`config.mk`:
```
export PLATFORM = sky130hd
export DESIGN_NAME = rgb_to_hsl_converter_flat
export DESIGN_NICKNAME = d
export VERILOG_FILES = /design/src/rtl/rhsl_pkg.sv /design/src/rtl/rhsl_if.sv /design/src/rtl/rhsl_div_step.sv /design/src/rtl/rgb_to_hsl_converter.sv /design/src/flat_wrapper.sv
export SDC_FILE = /design/constraint.sdc
export NUM_CORES = 2
export LEC_CHECK = 0
export BUFFER_PORTS_ARGS = -buffer_cell sky130_fd_sc_hd__buf_2
export CORE_MARGIN = 2
export CORE_UTILIZATION = 55
export CTS_BUF_LIST = sky130_fd_sc_hd__clkbuf_8
export CTS_CLUSTER_DIAMETER = 40
export CTS_CLUSTER_SIZE = 40
export DETAILED_ROUTE_END_ITERATION = 10
export GPL_TIMING_DRIVEN = 0
export PLACE_DENSITY = 0.72
export SLEW_MARGIN = 10
export SYNTH_ARGS = -nofsm -noshare
export SYNTH_HDL_FRONTEND = slang
export SYNTH_SLANG_ARGS = --single-unit
```
`constraint.sdc`:
```
create_clock -name clk -period 7.8 [get_ports clk]
set_input_delay 1.17 -clock clk [delete_from_list [all_inputs] [get_ports clk]]
set_output_delay 1.17 -clock clk [all_outputs]
set_load 0.03 [all_outputs]
```
`src/rtl/rhsl_pkg.sv`:
```
// ----------------------------------------------------------------------------
// rhsl_pkg
// shared constants and types of the rgb to hsl converter
// ----------------------------------------------------------------------------
`default_nettype none

package rhsl_pkg;

	// default channel width, full scale is 2^bits - 1
	localparam int CHANNEL_BITS_DEF = 8;

	// fraction bits of hue and saturation, one quotient bit per divider stage
	localparam int QUO_BITS = 16;

	// which channel holds the maximum
	typedef enum logic [1:0] {
		SEC_RED,
		SEC_GREEN,
		SEC_BLUE
	} sector_t;

endpackage

`default_nettype wire

```
`src/rtl/rhsl_if.sv`:
```
// ----------------------------------------------------------------------------
// rhsl_if
// valid/ready channels of the converter: rgb pixel in, hsl word out
// ----------------------------------------------------------------------------
`default_nettype none

interface rhsl_in_if #(
	parameter int CHANNEL_BITS = rhsl_pkg::CHANNEL_BITS_DEF
);
	logic                    valid;
	logic                    ready;
	logic [CHANNEL_BITS-1:0] red;
	logic [CHANNEL_BITS-1:0] green;
	logic [CHANNEL_BITS-1:0] blue;

	modport source (output valid, output red, output green, output blue, input ready);
	modport sink   (input valid, input red, input green, input blue, output ready);
endinterface

interface rhsl_out_if #(
	parameter int CHANNEL_BITS = rhsl_pkg::CHANNEL_BITS_DEF
);
	logic                          valid;
	logic                          ready;
	logic [rhsl_pkg::QUO_BITS-1:0] hue;
	logic [rhsl_pkg::QUO_BITS-1:0] saturation;
	logic [CHANNEL_BITS:0]         lightness_sum;
	logic                          achromatic;

	modport source (output valid, output hue, output saturation, output lightness_sum,
		output achromatic, input ready);
	modport sink   (input valid, input hue, input saturation, input lightness_sum,
		input achromatic, output ready);
endinterface

`default_nettype wire

```
`src/rtl/rhsl_div_step.sv`:
```
// ----------------------------------------------------------------------------
// rhsl_div_step
// one restoring step of both dividers (saturation and hue) in its own stage
// ----------------------------------------------------------------------------
`default_nettype none

module rhsl_div_step #(
	parameter int CHANNEL_BITS = rhsl_pkg::CHANNEL_BITS_DEF
) (
	input  wire logic                          clk,
	input  wire logic                          arst_n,
	input  wire logic                          up_valid,
	output      logic                          up_ready,
	input  wire logic [CHANNEL_BITS-1:0]       up_sat_rem,
	input  wire logic [rhsl_pkg::QUO_BITS-1:0] up_sat_num,
	input  wire logic [CHANNEL_BITS-1:0]       up_sat_div,
	input  wire logic [rhsl_pkg::QUO_BITS-1:0] up_sat_quo,
	input  wire logic [CHANNEL_BITS+2:0]       up_hue_rem,
	input  wire logic [CHANNEL_BITS+2:0]       up_hue_div,
	input  wire logic [rhsl_pkg::QUO_BITS-1:0] up_hue_quo,
	input  wire logic [CHANNEL_BITS:0]         up_lsum,
	input  wire logic                          up_achrom,
	output      logic                          dn_valid,
	input  wire logic                          dn_ready,
	output      logic [CHANNEL_BITS-1:0]       dn_sat_rem,
	output      logic [rhsl_pkg::QUO_BITS-1:0] dn_sat_num,
	output      logic [CHANNEL_BITS-1:0]       dn_sat_div,
	output      logic [rhsl_pkg::QUO_BITS-1:0] dn_sat_quo,
	output      logic [CHANNEL_BITS+2:0]       dn_hue_rem,
	output      logic [CHANNEL_BITS+2:0]       dn_hue_div,
	output      logic [rhsl_pkg::QUO_BITS-1:0] dn_hue_quo,
	output      logic [CHANNEL_BITS:0]         dn_lsum,
	output      logic                          dn_achrom
);
	import rhsl_pkg::*;

	logic                    valid_q;
	logic                    load;
	logic [CHANNEL_BITS:0]   sat_trial;
	logic                    sat_ge;
	logic [CHANNEL_BITS:0]   sat_diff;
	logic [CHANNEL_BITS+3:0] hue_trial;
	logic                    hue_ge;
	logic [CHANNEL_BITS+3:0] hue_diff;

	assign up_ready = !valid_q || dn_ready;
	assign load     = up_valid && up_ready;
	assign dn_valid = valid_q;

	// saturation: bring down the next numerator bit
	always_comb begin
		sat_trial = {up_sat_rem, up_sat_num[QUO_BITS-1]};
		sat_ge    = sat_trial >= {1'b0, up_sat_div};
		sat_diff  = sat_trial - {1'b0, up_sat_div};
	end

	// hue: numerator is n * 2^16, so a zero comes down each step
	always_comb begin
		hue_trial = {up_hue_rem, 1'b0};
		hue_ge    = hue_trial >= {1'b0, up_hue_div};
		hue_diff  = hue_trial - {1'b0, up_hue_div};
	end

	always_ff @(posedge clk or negedge arst_n) begin
		if (!arst_n) begin
			valid_q <= 1'b0;
		end else if (up_ready) begin
			valid_q <= up_valid;
		end
	end

	always_ff @(posedge clk) begin
		if (load) begin
			dn_sat_rem <= sat_ge ? sat_diff[CHANNEL_BITS-1:0] : sat_trial[CHANNEL_BITS-1:0];
			dn_sat_num <= {up_sat_num[QUO_BITS-2:0], 1'b0};
			dn_sat_div <= up_sat_div;
			dn_sat_quo <= {up_sat_quo[QUO_BITS-2:0], sat_ge};
			dn_hue_rem <= hue_ge ? hue_diff[CHANNEL_BITS+2:0] : hue_trial[CHANNEL_BITS+2:0];
			dn_hue_div <= up_hue_div;
			dn_hue_quo <= {up_hue_quo[QUO_BITS-2:0], hue_ge};
			dn_lsum    <= up_lsum;
			dn_achrom  <= up_achrom;
		end
	end

endmodule

`default_nettype wire

```
`src/rtl/rgb_to_hsl_converter.sv`:
```
// ----------------------------------------------------------------------------
// rgb_to_hsl_converter
// rgb pixel to hue, saturation and lightness sum, fully pipelined
// ----------------------------------------------------------------------------
//
//   channel    dir   payload                                        role
//   pix_in     in    red, green, blue                               pixel word
//   pix_out    out   hue, saturation, lightness_sum, achromatic     hsl word
//
// one word per clock sustained while pix_out is ready; 3 + 16 = 19 register
// stages, set by the two 16-step restoring dividers, which take one quotient
// bit per stage side by side. a word passes stages 1 to 3 and then the
// sixteen divider stages, the last of which is the result register.
// reset (arst_n, async, low) clears only the stage valid bits.
// every stage holds its word while the next one is full and stalled, so a
// stall fills bubbles first and nothing is lost or repeated.
// ----------------------------------------------------------------------------
`default_nettype none

module rgb_to_hsl_converter #(
	parameter int CHANNEL_BITS = rhsl_pkg::CHANNEL_BITS_DEF
) (
	input wire logic clk,
	input wire logic arst_n,
	rhsl_in_if.sink  pix_in,
	rhsl_out_if.source pix_out
);
	import rhsl_pkg::*;

	localparam int CB = CHANNEL_BITS;
	localparam logic [CB-1:0] FULL = {CB{1'b1}};

	// ---------------- stage 1: max, min, sector, channel difference
	logic                valid_s1;
	logic                ready_s1;
	logic [CB-1:0]       hi_s1;
	logic [CB-1:0]       lo_s1;
	sector_t             sector_s1;
	logic signed [CB:0]  diff_s1;

	logic [CB-1:0]       hi_c;
	logic [CB-1:0]       lo_c;
	sector_t             sector_c;
	logic signed [CB:0]  diff_c;

	// ---------------- stage 2: spread, sum, gray test
	logic                valid_s2;
	logic                ready_s2;
	logic [CB-1:0]       d_s2;
	logic [CB:0]         sum_s2;
	logic                achrom_s2;
	sector_t             sector_s2;
	logic signed [CB:0]  diff_s2;

	// ---------------- stage 3: divisors and numerators
	logic                valid_s3;
	logic                ready_s3;
	logic [CB-1:0]       sat_rem_s3;
	logic [QUO_BITS-1:0] sat_num_s3;
	logic [CB-1:0]       sat_div_s3;
	logic [CB+2:0]       hue_rem_s3;
	logic [CB+2:0]       hue_div_s3;
	logic [CB:0]         lsum_s3;
	logic                achrom_s3;

	logic [CB:0]           q_full_c;
	logic [CB+2:0]         six_d_c;
	logic [CB+2:0]         base_c;
	logic signed [CB+3:0]  n_c;
	logic [CB+QUO_BITS-1:0] sat_n_c;

	// ---------------- divider chain, index 0 is fed by stage 3
	logic [QUO_BITS:0]   st_valid;
	logic [QUO_BITS:0]   st_ready;
	logic [CB-1:0]       st_sat_rem [0:QUO_BITS];
	logic [QUO_BITS-1:0] st_sat_num [0:QUO_BITS];
	logic [CB-1:0]       st_sat_div [0:QUO_BITS];
	logic [QUO_BITS-1:0] st_sat_quo [0:QUO_BITS];
	logic [CB+2:0]       st_hue_rem [0:QUO_BITS];
	logic [CB+2:0]       st_hue_div [0:QUO_BITS];
	logic [QUO_BITS-1:0] st_hue_quo [0:QUO_BITS];
	logic [CB:0]         st_lsum    [0:QUO_BITS];
	logic                st_achrom  [0:QUO_BITS];

	// backpressure: a stage takes a word when empty or when it empties too
	assign ready_s3     = !valid_s3 || st_ready[0];
	assign ready_s2     = !valid_s2 || ready_s3;
	assign ready_s1     = !valid_s1 || ready_s2;
	assign pix_in.ready = ready_s1;

	// max and min with red winning ties, then green
	always_comb begin
		hi_c = pix_in.red;
		lo_c = pix_in.red;
		if (pix_in.green > hi_c) hi_c = pix_in.green;
		if (pix_in.blue > hi_c)  hi_c = pix_in.blue;
		if (pix_in.green < lo_c) lo_c = pix_in.green;
		if (pix_in.blue < lo_c)  lo_c = pix_in.blue;
		if (pix_in.red == hi_c) begin
			sector_c = SEC_RED;
			diff_c   = $signed({1'b0, pix_in.green}) - $signed({1'b0, pix_in.blue});
		end else if (pix_in.green == hi_c) begin
			sector_c = SEC_GREEN;
			diff_c   = $signed({1'b0, pix_in.blue}) - $signed({1'b0, pix_in.red});
		end else begin
			sector_c = SEC_BLUE;
			diff_c   = $signed({1'b0, pix_in.red}) - $signed({1'b0, pix_in.green});
		end
	end

	always_ff @(posedge clk or negedge arst_n) begin
		if (!arst_n) begin
			valid_s1 <= 1'b0;
			valid_s2 <= 1'b0;
			valid_s3 <= 1'b0;
		end else begin
			if (ready_s1) valid_s1 <= pix_in.valid;
			if (ready_s2) valid_s2 <= valid_s1;
			if (ready_s3) valid_s3 <= valid_s2;
		end
	end

	always_ff @(posedge clk) begin
		if (pix_in.valid && ready_s1) begin
			hi_s1     <= hi_c;
			lo_s1     <= lo_c;
			sector_s1 <= sector_c;
			diff_s1   <= diff_c;
		end
	end

	always_ff @(posedge clk) begin
		if (valid_s1 && ready_s2) begin
			d_s2      <= hi_s1 - lo_s1;
			sum_s2    <= {1'b0, hi_s1} + {1'b0, lo_s1};
			achrom_s2 <= hi_s1 == lo_s1;
			sector_s2 <= sector_s1;
			diff_s2   <= diff_s1;
		end
	end

	// saturation divisor folds around half scale; hue numerator is
	// 2*k*d + e, wrapped into [0, 6d) for a red maximum with e < 0
	always_comb begin
		q_full_c = (sum_s2 > {1'b0, FULL}) ? ({FULL, 1'b0} - sum_s2) : sum_s2;
		six_d_c  = {1'b0, d_s2, 2'b00} + {2'b00, d_s2, 1'b0};
		case (sector_s2)
			SEC_GREEN: base_c = {2'b00, d_s2, 1'b0};
			SEC_BLUE:  base_c = {1'b0, d_s2, 2'b00};
			default:   base_c = '0;
		endcase
		n_c = $signed({1'b0, base_c}) + {{3{diff_s2[CB]}}, diff_s2};
		if (sector_s2 == SEC_RED && diff_s2 < 0) begin
			n_c = n_c + $signed({1'b0, six_d_c});
		end
		// d * 65535 as d * 2^16 - d
		sat_n_c = {d_s2, {QUO_BITS{1'b0}}} - {{QUO_BITS{1'b0}}, d_s2};
	end

	always_ff @(posedge clk) begin
		if (valid_s2 && ready_s3) begin
			sat_rem_s3 <= sat_n_c[CB+QUO_BITS-1:QUO_BITS];
			sat_num_s3 <= sat_n_c[QUO_BITS-1:0];
			sat_div_s3 <= q_full_c[CB-1:0];
			hue_rem_s3 <= n_c[CB+2:0];
			hue_div_s3 <= six_d_c;
			lsum_s3    <= sum_s2;
			achrom_s3  <= achrom_s2;
		end
	end

	assign st_valid[0]   = valid_s3;
	assign st_sat_rem[0] = sat_rem_s3;
	assign st_sat_num[0] = sat_num_s3;
	assign st_sat_div[0] = sat_div_s3;
	assign st_sat_quo[0] = '0;
	assign st_hue_rem[0] = hue_rem_s3;
	assign st_hue_div[0] = hue_div_s3;
	assign st_hue_quo[0] = '0;
	assign st_lsum[0]    = lsum_s3;
	assign st_achrom[0]  = achrom_s3;

	// sixteen divider stages, one quotient bit of each result per stage
	for (genvar i = 0; i < QUO_BITS; i++) begin : g_div
		rhsl_div_step #(
			.CHANNEL_BITS(CB)
		) u_step (
			.clk        (clk),
			.arst_n     (arst_n),
			.up_valid   (st_valid[i]),
			.up_ready   (st_ready[i]),
			.up_sat_rem (st_sat_rem[i]),
			.up_sat_num (st_sat_num[i]),
			.up_sat_div (st_sat_div[i]),
			.up_sat_quo (st_sat_quo[i]),
			.up_hue_rem (st_hue_rem[i]),
			.up_hue_div (st_hue_div[i]),
			.up_hue_quo (st_hue_quo[i]),
			.up_lsum    (st_lsum[i]),
			.up_achrom  (st_achrom[i]),
			.dn_valid   (st_valid[i+1]),
			.dn_ready   (st_ready[i+1]),
			.dn_sat_rem (st_sat_rem[i+1]),
			.dn_sat_num (st_sat_num[i+1]),
			.dn_sat_div (st_sat_div[i+1]),
			.dn_sat_quo (st_sat_quo[i+1]),
			.dn_hue_rem (st_hue_rem[i+1]),
			.dn_hue_div (st_hue_div[i+1]),
			.dn_hue_quo (st_hue_quo[i+1]),
			.dn_lsum    (st_lsum[i+1]),
			.dn_achrom  (st_achrom[i+1])
		);
	end

	// last divider stage is the output register; gray pixels divide by
	// zero, so their quotients are masked here
	assign st_ready[QUO_BITS]    = pix_out.ready;
	assign pix_out.valid         = st_valid[QUO_BITS];
	assign pix_out.hue           = st_achrom[QUO_BITS] ? '0 : st_hue_quo[QUO_BITS];
	assign pix_out.saturation    = st_achrom[QUO_BITS] ? '0 : st_sat_quo[QUO_BITS];
	assign pix_out.lightness_sum = st_lsum[QUO_BITS];
	assign pix_out.achromatic    = st_achrom[QUO_BITS];

endmodule

`default_nettype wire

```
`src/flat_wrapper.sv`:
```
// flat-port wrapper written by rule: the top's interface ports become plain ports
module rgb_to_hsl_converter_flat import rhsl_pkg::*;
#(
	parameter int CHANNEL_BITS = rhsl_pkg::CHANNEL_BITS_DEF
)
  (clk, arst_n, pix_in_valid, pix_in_red, pix_in_green, pix_in_blue, pix_in_ready, pix_out_valid, pix_out_hue, pix_out_saturation, pix_out_lightness_sum, pix_out_achromatic, pix_out_ready);
  rhsl_in_if #(.CHANNEL_BITS(CHANNEL_BITS)) pix_in_i ();
  rhsl_out_if #(.CHANNEL_BITS(CHANNEL_BITS)) pix_out_i ();
  input wire logic clk;
  input wire logic arst_n;
  input wire logic [$bits(pix_in_i.valid)-1:0] pix_in_valid;
  input wire logic [$bits(pix_in_i.red)-1:0] pix_in_red;
  input wire logic [$bits(pix_in_i.green)-1:0] pix_in_green;
  input wire logic [$bits(pix_in_i.blue)-1:0] pix_in_blue;
  output wire logic [$bits(pix_in_i.ready)-1:0] pix_in_ready;
  output wire logic [$bits(pix_out_i.valid)-1:0] pix_out_valid;
  output wire logic [$bits(pix_out_i.hue)-1:0] pix_out_hue;
  output wire logic [$bits(pix_out_i.saturation)-1:0] pix_out_saturation;
  output wire logic [$bits(pix_out_i.lightness_sum)-1:0] pix_out_lightness_sum;
  output wire logic [$bits(pix_out_i.achromatic)-1:0] pix_out_achromatic;
  input wire logic [$bits(pix_out_i.ready)-1:0] pix_out_ready;
  assign pix_in_i.valid = pix_in_valid;
  assign pix_in_i.red = pix_in_red;
  assign pix_in_i.green = pix_in_green;
  assign pix_in_i.blue = pix_in_blue;
  assign pix_in_ready = pix_in_i.ready;
  assign pix_out_valid = pix_out_i.valid;
  assign pix_out_hue = pix_out_i.hue;
  assign pix_out_saturation = pix_out_i.saturation;
  assign pix_out_lightness_sum = pix_out_i.lightness_sum;
  assign pix_out_achromatic = pix_out_i.achromatic;
  assign pix_out_i.ready = pix_out_ready;
  rgb_to_hsl_converter #(.CHANNEL_BITS(CHANNEL_BITS)) u_core (.clk(clk), .arst_n(arst_n), .pix_in(pix_in_i), .pix_out(pix_out_i));
endmodule
```
* After elaboration in Yosys (flattened, before gate mapping)
Index checks and enable logic that the tools add are counted.
Cells by class: divide/modulo/power cells 0, multiply operators 0, add/sub/neg operators 40, shift-type cells 0, order comparisons 38, reductions and logical operators 59, equality and inequality tests 5, muxes and demuxes 42, bitwise gates (word level) 0
Operators by type and width (number):
- $ge A12 B11 Y1 | 16
- $mux W11 | 16
- $sub A11 B11 Y11 | 15
- $mux W8 | 20
- $ge A9 B8 Y1 | 16
- $sub A8 B8 Y8 | 16
- $mux W16 | 2
- $sub A8 B8 Y9 | 3
- $eq A8 B8 Y1 | 3
- $sub A24 B8 Y24 | 1
- $logic_and A1 B1 Y1 | 20
- $pmux W10 S2 | 1
- $logic_not A1 Y1 | 19
- $logic_or A1 B1 Y1 | 19
- $mux W9 | 2
- $gt A8 B8 Y1 | 2
- $lt A8 B8 Y1 | 2
- $add A10 B9 Y11 | 1
- $add A11 B11 Y11 | 1
- $add A11 B9 Y11 | 1
- $add A8 B8 Y9 | 1
- $gt A9 B8 Y1 const B | 1
- $lt A9 B1 Y1 const B | 1
- $sub A8 B8 Y8 const A | 1
- 4 further kinds | 4
Storage, ports and cells: flip-flop bits (word level) 1261, memory bits (writable) 0, output and inout port bits 44, bits in latches 0, memories 0, bits of input ports 28, logic and storage cells 373, memory bits (read-only) 0

* Depth between registers and ports, before layout
depth after elaboration 21, mapped depth 21, depth with buffers taken out 18

* Cells and area by module
From an unflattened synthesis, not the netlist that was laid out.
Second synthesis, totals: cells, all modules 4941, area total of the unflattened synthesis 72998.8 sq um
By module, submodules not included:
- rhsl_div_step (u_core.g_div[0].u_step ...) | area an instance 4058.9 sq um, cells an instance 265, instances 12, seq. area each 2877.8 sq um
- rhsl_div_step (u_core.g_div[13].u_step ...) | area an instance 4008.8 sq um, cells an instance 252, instances 3, seq. area each 2877.8 sq um
- rgb_to_hsl_converter | area an instance 8264.2 sq um, cells an instance 758, instances 1, seq. area each 3468.3 sq um
- rhsl_div_step (u_core.g_div[9].u_step) | area an instance 4001.3 sq um, cells an instance 247, instances 1, seq. area each 2877.8 sq um

* Worst setup path before layout
Ideal clock, no wire load.
kind input to register, start point input pix_out_ready, end point register u_core.g_div[7].u_step.dn_achrom, enable pin, data required time 7209 ps, setup time 591 ps, path buffers 1, arrival time 6696 ps, path slack 513 ps, stages on the path 7, cells stage by stage nor2b_1 nand3_1 nor2_1 and2_1 and3_1 clkbuf_1 a21boi_0
Between the ends: longest elaborated chain between the ends 10
RTL lines:
- start, declared | line flat_wrapper.sv:21 | input wire logic [$bits(pix_out_i.ready)-1:0] pix_out_ready;
- $logic_or A1 B1 Y1 (9 in series) | line rhsl_div_step.sv:46 | assign up_ready = !valid_q || dn_ready;
- $logic_and A1 B1 Y1 | line rhsl_div_step.sv:47 | assign load = up_valid && up_ready;
- net u_core.g_div[7].u_step.load | line rhsl_div_step.sv:38 | logic load;
- end signal, assigned | line rhsl_div_step.sv:82 | dn_achrom <= up_achrom;
- end, declared | line rhsl_div_step.sv:33 | output logic dn_achrom
The timed path passes the listed nets, and every way through them passes these cells. A chain may end at the register's enable or synchronous reset.

* Final worst setup path
start point input pix_in_green[6], end point register u_core.diff_s1[1] (data pin)
Between the ends: longest elaborated chain between the ends 7, elaborated cells on any way between the ends 8, classes of those cells order compare (2); eq/ne (2); mux (4)
RTL lines:
- start, declared | line flat_wrapper.sv:13 | input wire logic [$bits(pix_in_i.green)-1:0] pix_in_green;
- $gt A8 B8 Y1 | line rgb_to_hsl_converter.sv:95 | if (pix_in.green > hi_c) hi_c = pix_in.green;
- $mux W8 | line rgb_to_hsl_converter.sv:95
- $gt A8 B8 Y1 | line rgb_to_hsl_converter.sv:96 | if (pix_in.blue > hi_c) hi_c = pix_in.blue;
- $mux W8 | line rgb_to_hsl_converter.sv:96
- $eq A8 B8 Y1 | line rgb_to_hsl_converter.sv:102 | end else if (pix_in.green == hi_c) begin
- $mux W9 | line rgb_to_hsl_converter.sv:102
- $mux W9 (*) | line rgb_to_hsl_converter.sv:99 | if (pix_in.red == hi_c) begin
- net u_core.diff_c[1] | line rgb_to_hsl_converter.sv:44 | logic signed [CB:0] diff_c;
- end signal, assigned | line rgb_to_hsl_converter.sv:128 | diff_s1 <= diff_c;
- end, declared | line rgb_to_hsl_converter.sv:39 | logic signed [CB:0] diff_s1;
Mark *: on every way through the listed nets, which the timed path passes. The rest lies on a longest branch.

==> flow_summary.json <==
{
  "status": "complete, no violations",
  "cts_tree": "built",
  "gp_congestion": 0.907,
  "post_cts_resized": 0,
  "cts_buffers": 141,
  "syn_area_per_cell_sq_um": 14.1,
  "synthMuxAreaShare_pct": 5.27,
  "dr.pass1.iters": 5,
  "critPathCaptureType": "flop",
  "clkLatencyLatePin_ns": 0.82,
  "yosysWarnings": 0,
  "max-vdd-ir-drop_mv": 0.468,
  "yosysMostFrequentCell": "edfxtp_1",
  "synthAdderAreaFrac_pct": 10.1,
  "drc_errors": 0,
  "multi_input_area_sq_um": 18200,
  "grtUsageMet3_pct": 3.03,
  "cts.htree.levels": 4,
  "synth-compound-area-share_pct": 7.35,
  "vias": 29454,
  "root_buffer": "clkbuf_8",
  "synth-edff-count": 1143,
  "hold_buffers": 0,
  "synthTopCellsByArea": "edfxtp_1 63%, ha_1 8.7%, mux2_2 3.8%",
  "dieArea_sq_um": 102000,
  "cts.sinks": 1162,
  "cts.path.max_buffers": 3,
  "tightest_slew_ns": 0.849,
  "setup_violations": 0,
  "syn_inst": 3898,
  "finalCritPeriodShare_pct": 70.1,
  "gr-total-overflow": 0,
  "ys.flop_type": "edfxtp_1",
  "min_period_ns": 5.46,
  "crit_family": "compound AO/OA/AOI/OAI gates",
  "yosysSeqAreaShare_pct": 63.5,
  "p_total_w": 0.0243,
  "drtIter0Drc": 1281,
  "path_cells": "buf_2 -> inv_1 -> ha_1 -> buf_2 -> nand4_1 -> o21ai_0 -> nor2_1 -> nand2_1 -> clkbuf_1 -> a21oi_1 -> ha_1 -> a211oi_1 -> o21bai_1 -> o21ai_2 -> nor2_1 -> o32a_1 -> nor4_4 -> buf_6 -> mux2i_1",
  "critPathArrivalTime_ns": 6.12,
  "synth_area_sq_um": 54800,
  "fmax_mhz": 183,
  "floorplan.initialDensity_pct": 55.6,
  "skew_ns": 0.0566,
  "cap_violations": 0,
  "final_cell_area_sq_um": 60800,
  "synth_top_area_cell": "edfxtp_1",
  "synth_top_cell_area_share_pct": 62.6,
  "rsz0062_at_grt": "false",
  "antenna_found_initial": 1,
  "grt_max_degree": 64,
  "die_x_microns": 320,
  "layout-drive-gt1-share_pct": 14.6,
  "critPathSlowestCell": "nor4_4",
  "synth_nets": 4345,
  "hpwl_microns": 64200,
  "cp.required_ns": 8.45,
  "slew_headroom_pct": 42.9,
  "yosys-top-cells-count": "1143 x edfxtp_1, 485 x inv_1, 381 x ha_1, 199 x nor2_1, 187 x mux2_2",
  "worstSetupStartpointType": "input pin",
  "cp.buffers_inverters": 5,
  "slowest_delay_ns": 0.45,
  "dpl_cell_area_sq_um": 57500,
  "grt_pass1_wl_microns": 144000,
  "area.sequential_sq_um": 34800,
  "grtUsageTotal_pct": 17.2,
  "drt-total-wl_microns": 86700,
  "top_level_ports": 72,
  "wl_per_cell_microns": 15.6,
  "viasPerCell": 5.31,
  "tns_ns": 0,
  "top_usage_layer": "met2",
  "reg2reg_slack_ns": 3.69,
  "use_met1_pct": 18.3,
  "hold_violations": 0,
  "async_reset_ff_share_pct": 1.64,
  "grtUsageMet2_pct": 33.2,
  "postCtsSetupBuffers": 0,
  "fp.dieH_microns": 320,
  "antenna_left": 0,
  "rows": 115,
  "synth_seq_cells": 1162,
  "synth_xor_area_share_pct": 3.69,
  "slew_violations": 0,
  "ys_types": 65,
  "area_growth_pct": 10.9,
  "clkTransAtPathRegs_ns": 0.09,
  "synthSimpleGateAreaFrac_pct": 6.50,
  "worstSetupPathType": "input pin to flop",
  "fill_cells": 7262,
  "p_leak_nw": 24.1,
  "hold_class": "input pin to asynchronous set/reset pin",
  "p_per_area_nw_per_um2": 399,
  "synth_top_family_by_area": "adder cells",
  "fp.coreArea_sq_um": 98600,
  "io_buffer_count": 71,
  "grt_pass1_vias": 30831,
  "worstPathMaxFanout": 10,
  "nets": 4585
}
==> logic make-up after synthesis <==
logic type                 after synthesis
AOI/OAI and AO/OA                      614
xor gates and xnor gates               231
adders and majority gates              419
buffers and inverters                  513
DFF                                   1162
muxes                                  264
and+or+nand+nor                        695
==> through the flow <==
step	util, %	worst slack, ns	hold WS (ns)	instances
after floorplan	-	0.513	0.400	3898
after global placement	57.6	-1.80	0.400	5256
after detailed placement	58.3	1.56	0.405	5282
after CTS	61.6	2.43	0.216	5545
after global routing	61.7	2.12	0.268	5546
final	61.7	2.34	0.303	5546
==> sequential cells by signal, indices dropped and copies added (netlist names), 8 cells and up <==
| name | count |
|---|---|
| u_core.hue_div_s3 | 8 |
| u_core.g_div.u_step.dn_sat_num | 115 |
| u_core.g_div.u_step.dn_sat_rem | 120 |
| u_core.g_div.u_step.dn_lsum | 129 |
| u_core.diff_s2 | 9 |
| u_core.g_div.u_step.dn_sat_quo | 136 |
| u_core.g_div.u_step.dn_hue_div | 123 |
| u_core.sat_rem_s3 | 8 |
| u_core.g_div.u_step.dn_sat_div | 105 |
| u_core.sum_s2 | 9 |
| u_core.lsum_s3 | 9 |
| u_core.g_div.u_step.dn_valid | 16 |
| u_core.sat_num_s3 | 14 |
| u_core.hue_rem_s3 | 11 |
| u_core.g_div.u_step.dn_achrom | 16 |
| u_core.g_div.u_step.dn_hue_quo | 136 |
| u_core.hi_s1 | 8 |
| u_core.lo_s1 | 8 |
| u_core.g_div.u_step.dn_hue_rem | 150 |
| u_core.diff_s1 | 9 |
==> area by class of cell <==
type                            instances  area share (%)
Timing Repair Buffer                   97            1.52
Sequential cell                      1162            57.3
Tap cell                             1287            2.65
Multi-Input combinational cell       2223            29.9
Buffer                                 28           0.241
Inverter                              485            3.00
Clock inverter                        118            2.15
Clock buffer                          145            3.28
Antenna cell                            1         0.00412
==> per-layer routing <==
metal / vias to the layer above / wire (microns)
met5: - / 0
met4: 0 / 2830
met3: 201 / 2770
met2: 410 / 47700
met1: 14164 / 33500
li1: 14679 / -
==> where the power goes <==
group	internal [W]	switching, W
combinational	0.00440	0.00482
clock	0.00235	0.00246
sequential	0.00944	0.000788
==> path summary, 6_finish.rpt <==
path / from / endpoint / depth (start not counted)
max: pix_in_green[6] / u_core.diff_s1[1]$_DFFE_PP_ / 19
min: arst_n / u_core.g_div[0].u_step.dn_valid$_DFFE_PN0P_ / 1
max reg2reg: u_core.sector_s2[1]$_DFFE_PP_ / u_core.hue_rem_s3[10]$_DFFE_PP_ / 19
min reg2reg: u_core.sat_num_s3[12]$_DFFE_PP_ / u_core.g_div[0].u_step.dn_sat_num[13]$_DFFE_PP_ / 0
max in group asynchronous: arst_n / u_core.valid_s2$_DFFE_PN0P_ / 1
min in group clk: u_core.sat_num_s3[12]$_DFFE_PP_ / u_core.g_div[0].u_step.dn_sat_num[13]$_DFFE_PP_ / 0
==> layout by cell type, fill, tap and decap left out, types with 19 or more instances in the layout <==
| cell type | n |
|---|---|
| xnor2_1 | 151 |
| ha_1 | 381 |
| inv_1 | 490 |
| nor3_1 | 42 |
| nor2_1 | 199 |
| nand4_1 | 71 |
| clkbuf_8 | 145 |
| a21boi_0 | 52 |
| nor2b_1 | 130 |
| xor2_1 | 80 |
| a21oi_1 | 145 |
| nand2_1 | 101 |
| o21a_1 | 44 |
| inv_6 | 27 |
| mux2i_1 | 73 |
| mux2_2 | 187 |
| a21o_1 | 87 |
| dfrtp_1 | 19 |
| edfxtp_1 | 1143 |
| buf_2 | 80 |
| fa_1 | 38 |
| nand2b_1 | 52 |
| o21ai_0 | 148 |
==> worst reg2reg max path, delay by kind of cell, from the launching register on <==
kind / cells / cell delay (ns)
AO/OA/AOI/OAI: 8 / 1.48
flip-flops: 1 / 0.40
AND/OR/NAND/NOR: 3 / 0.38
adder cells (fa/ha/maj): 3 / 0.73
buffers and inverters: 2 / 0.37
XOR/XNOR: 3 / 0.50
Power figures use the tool's default switching activity.
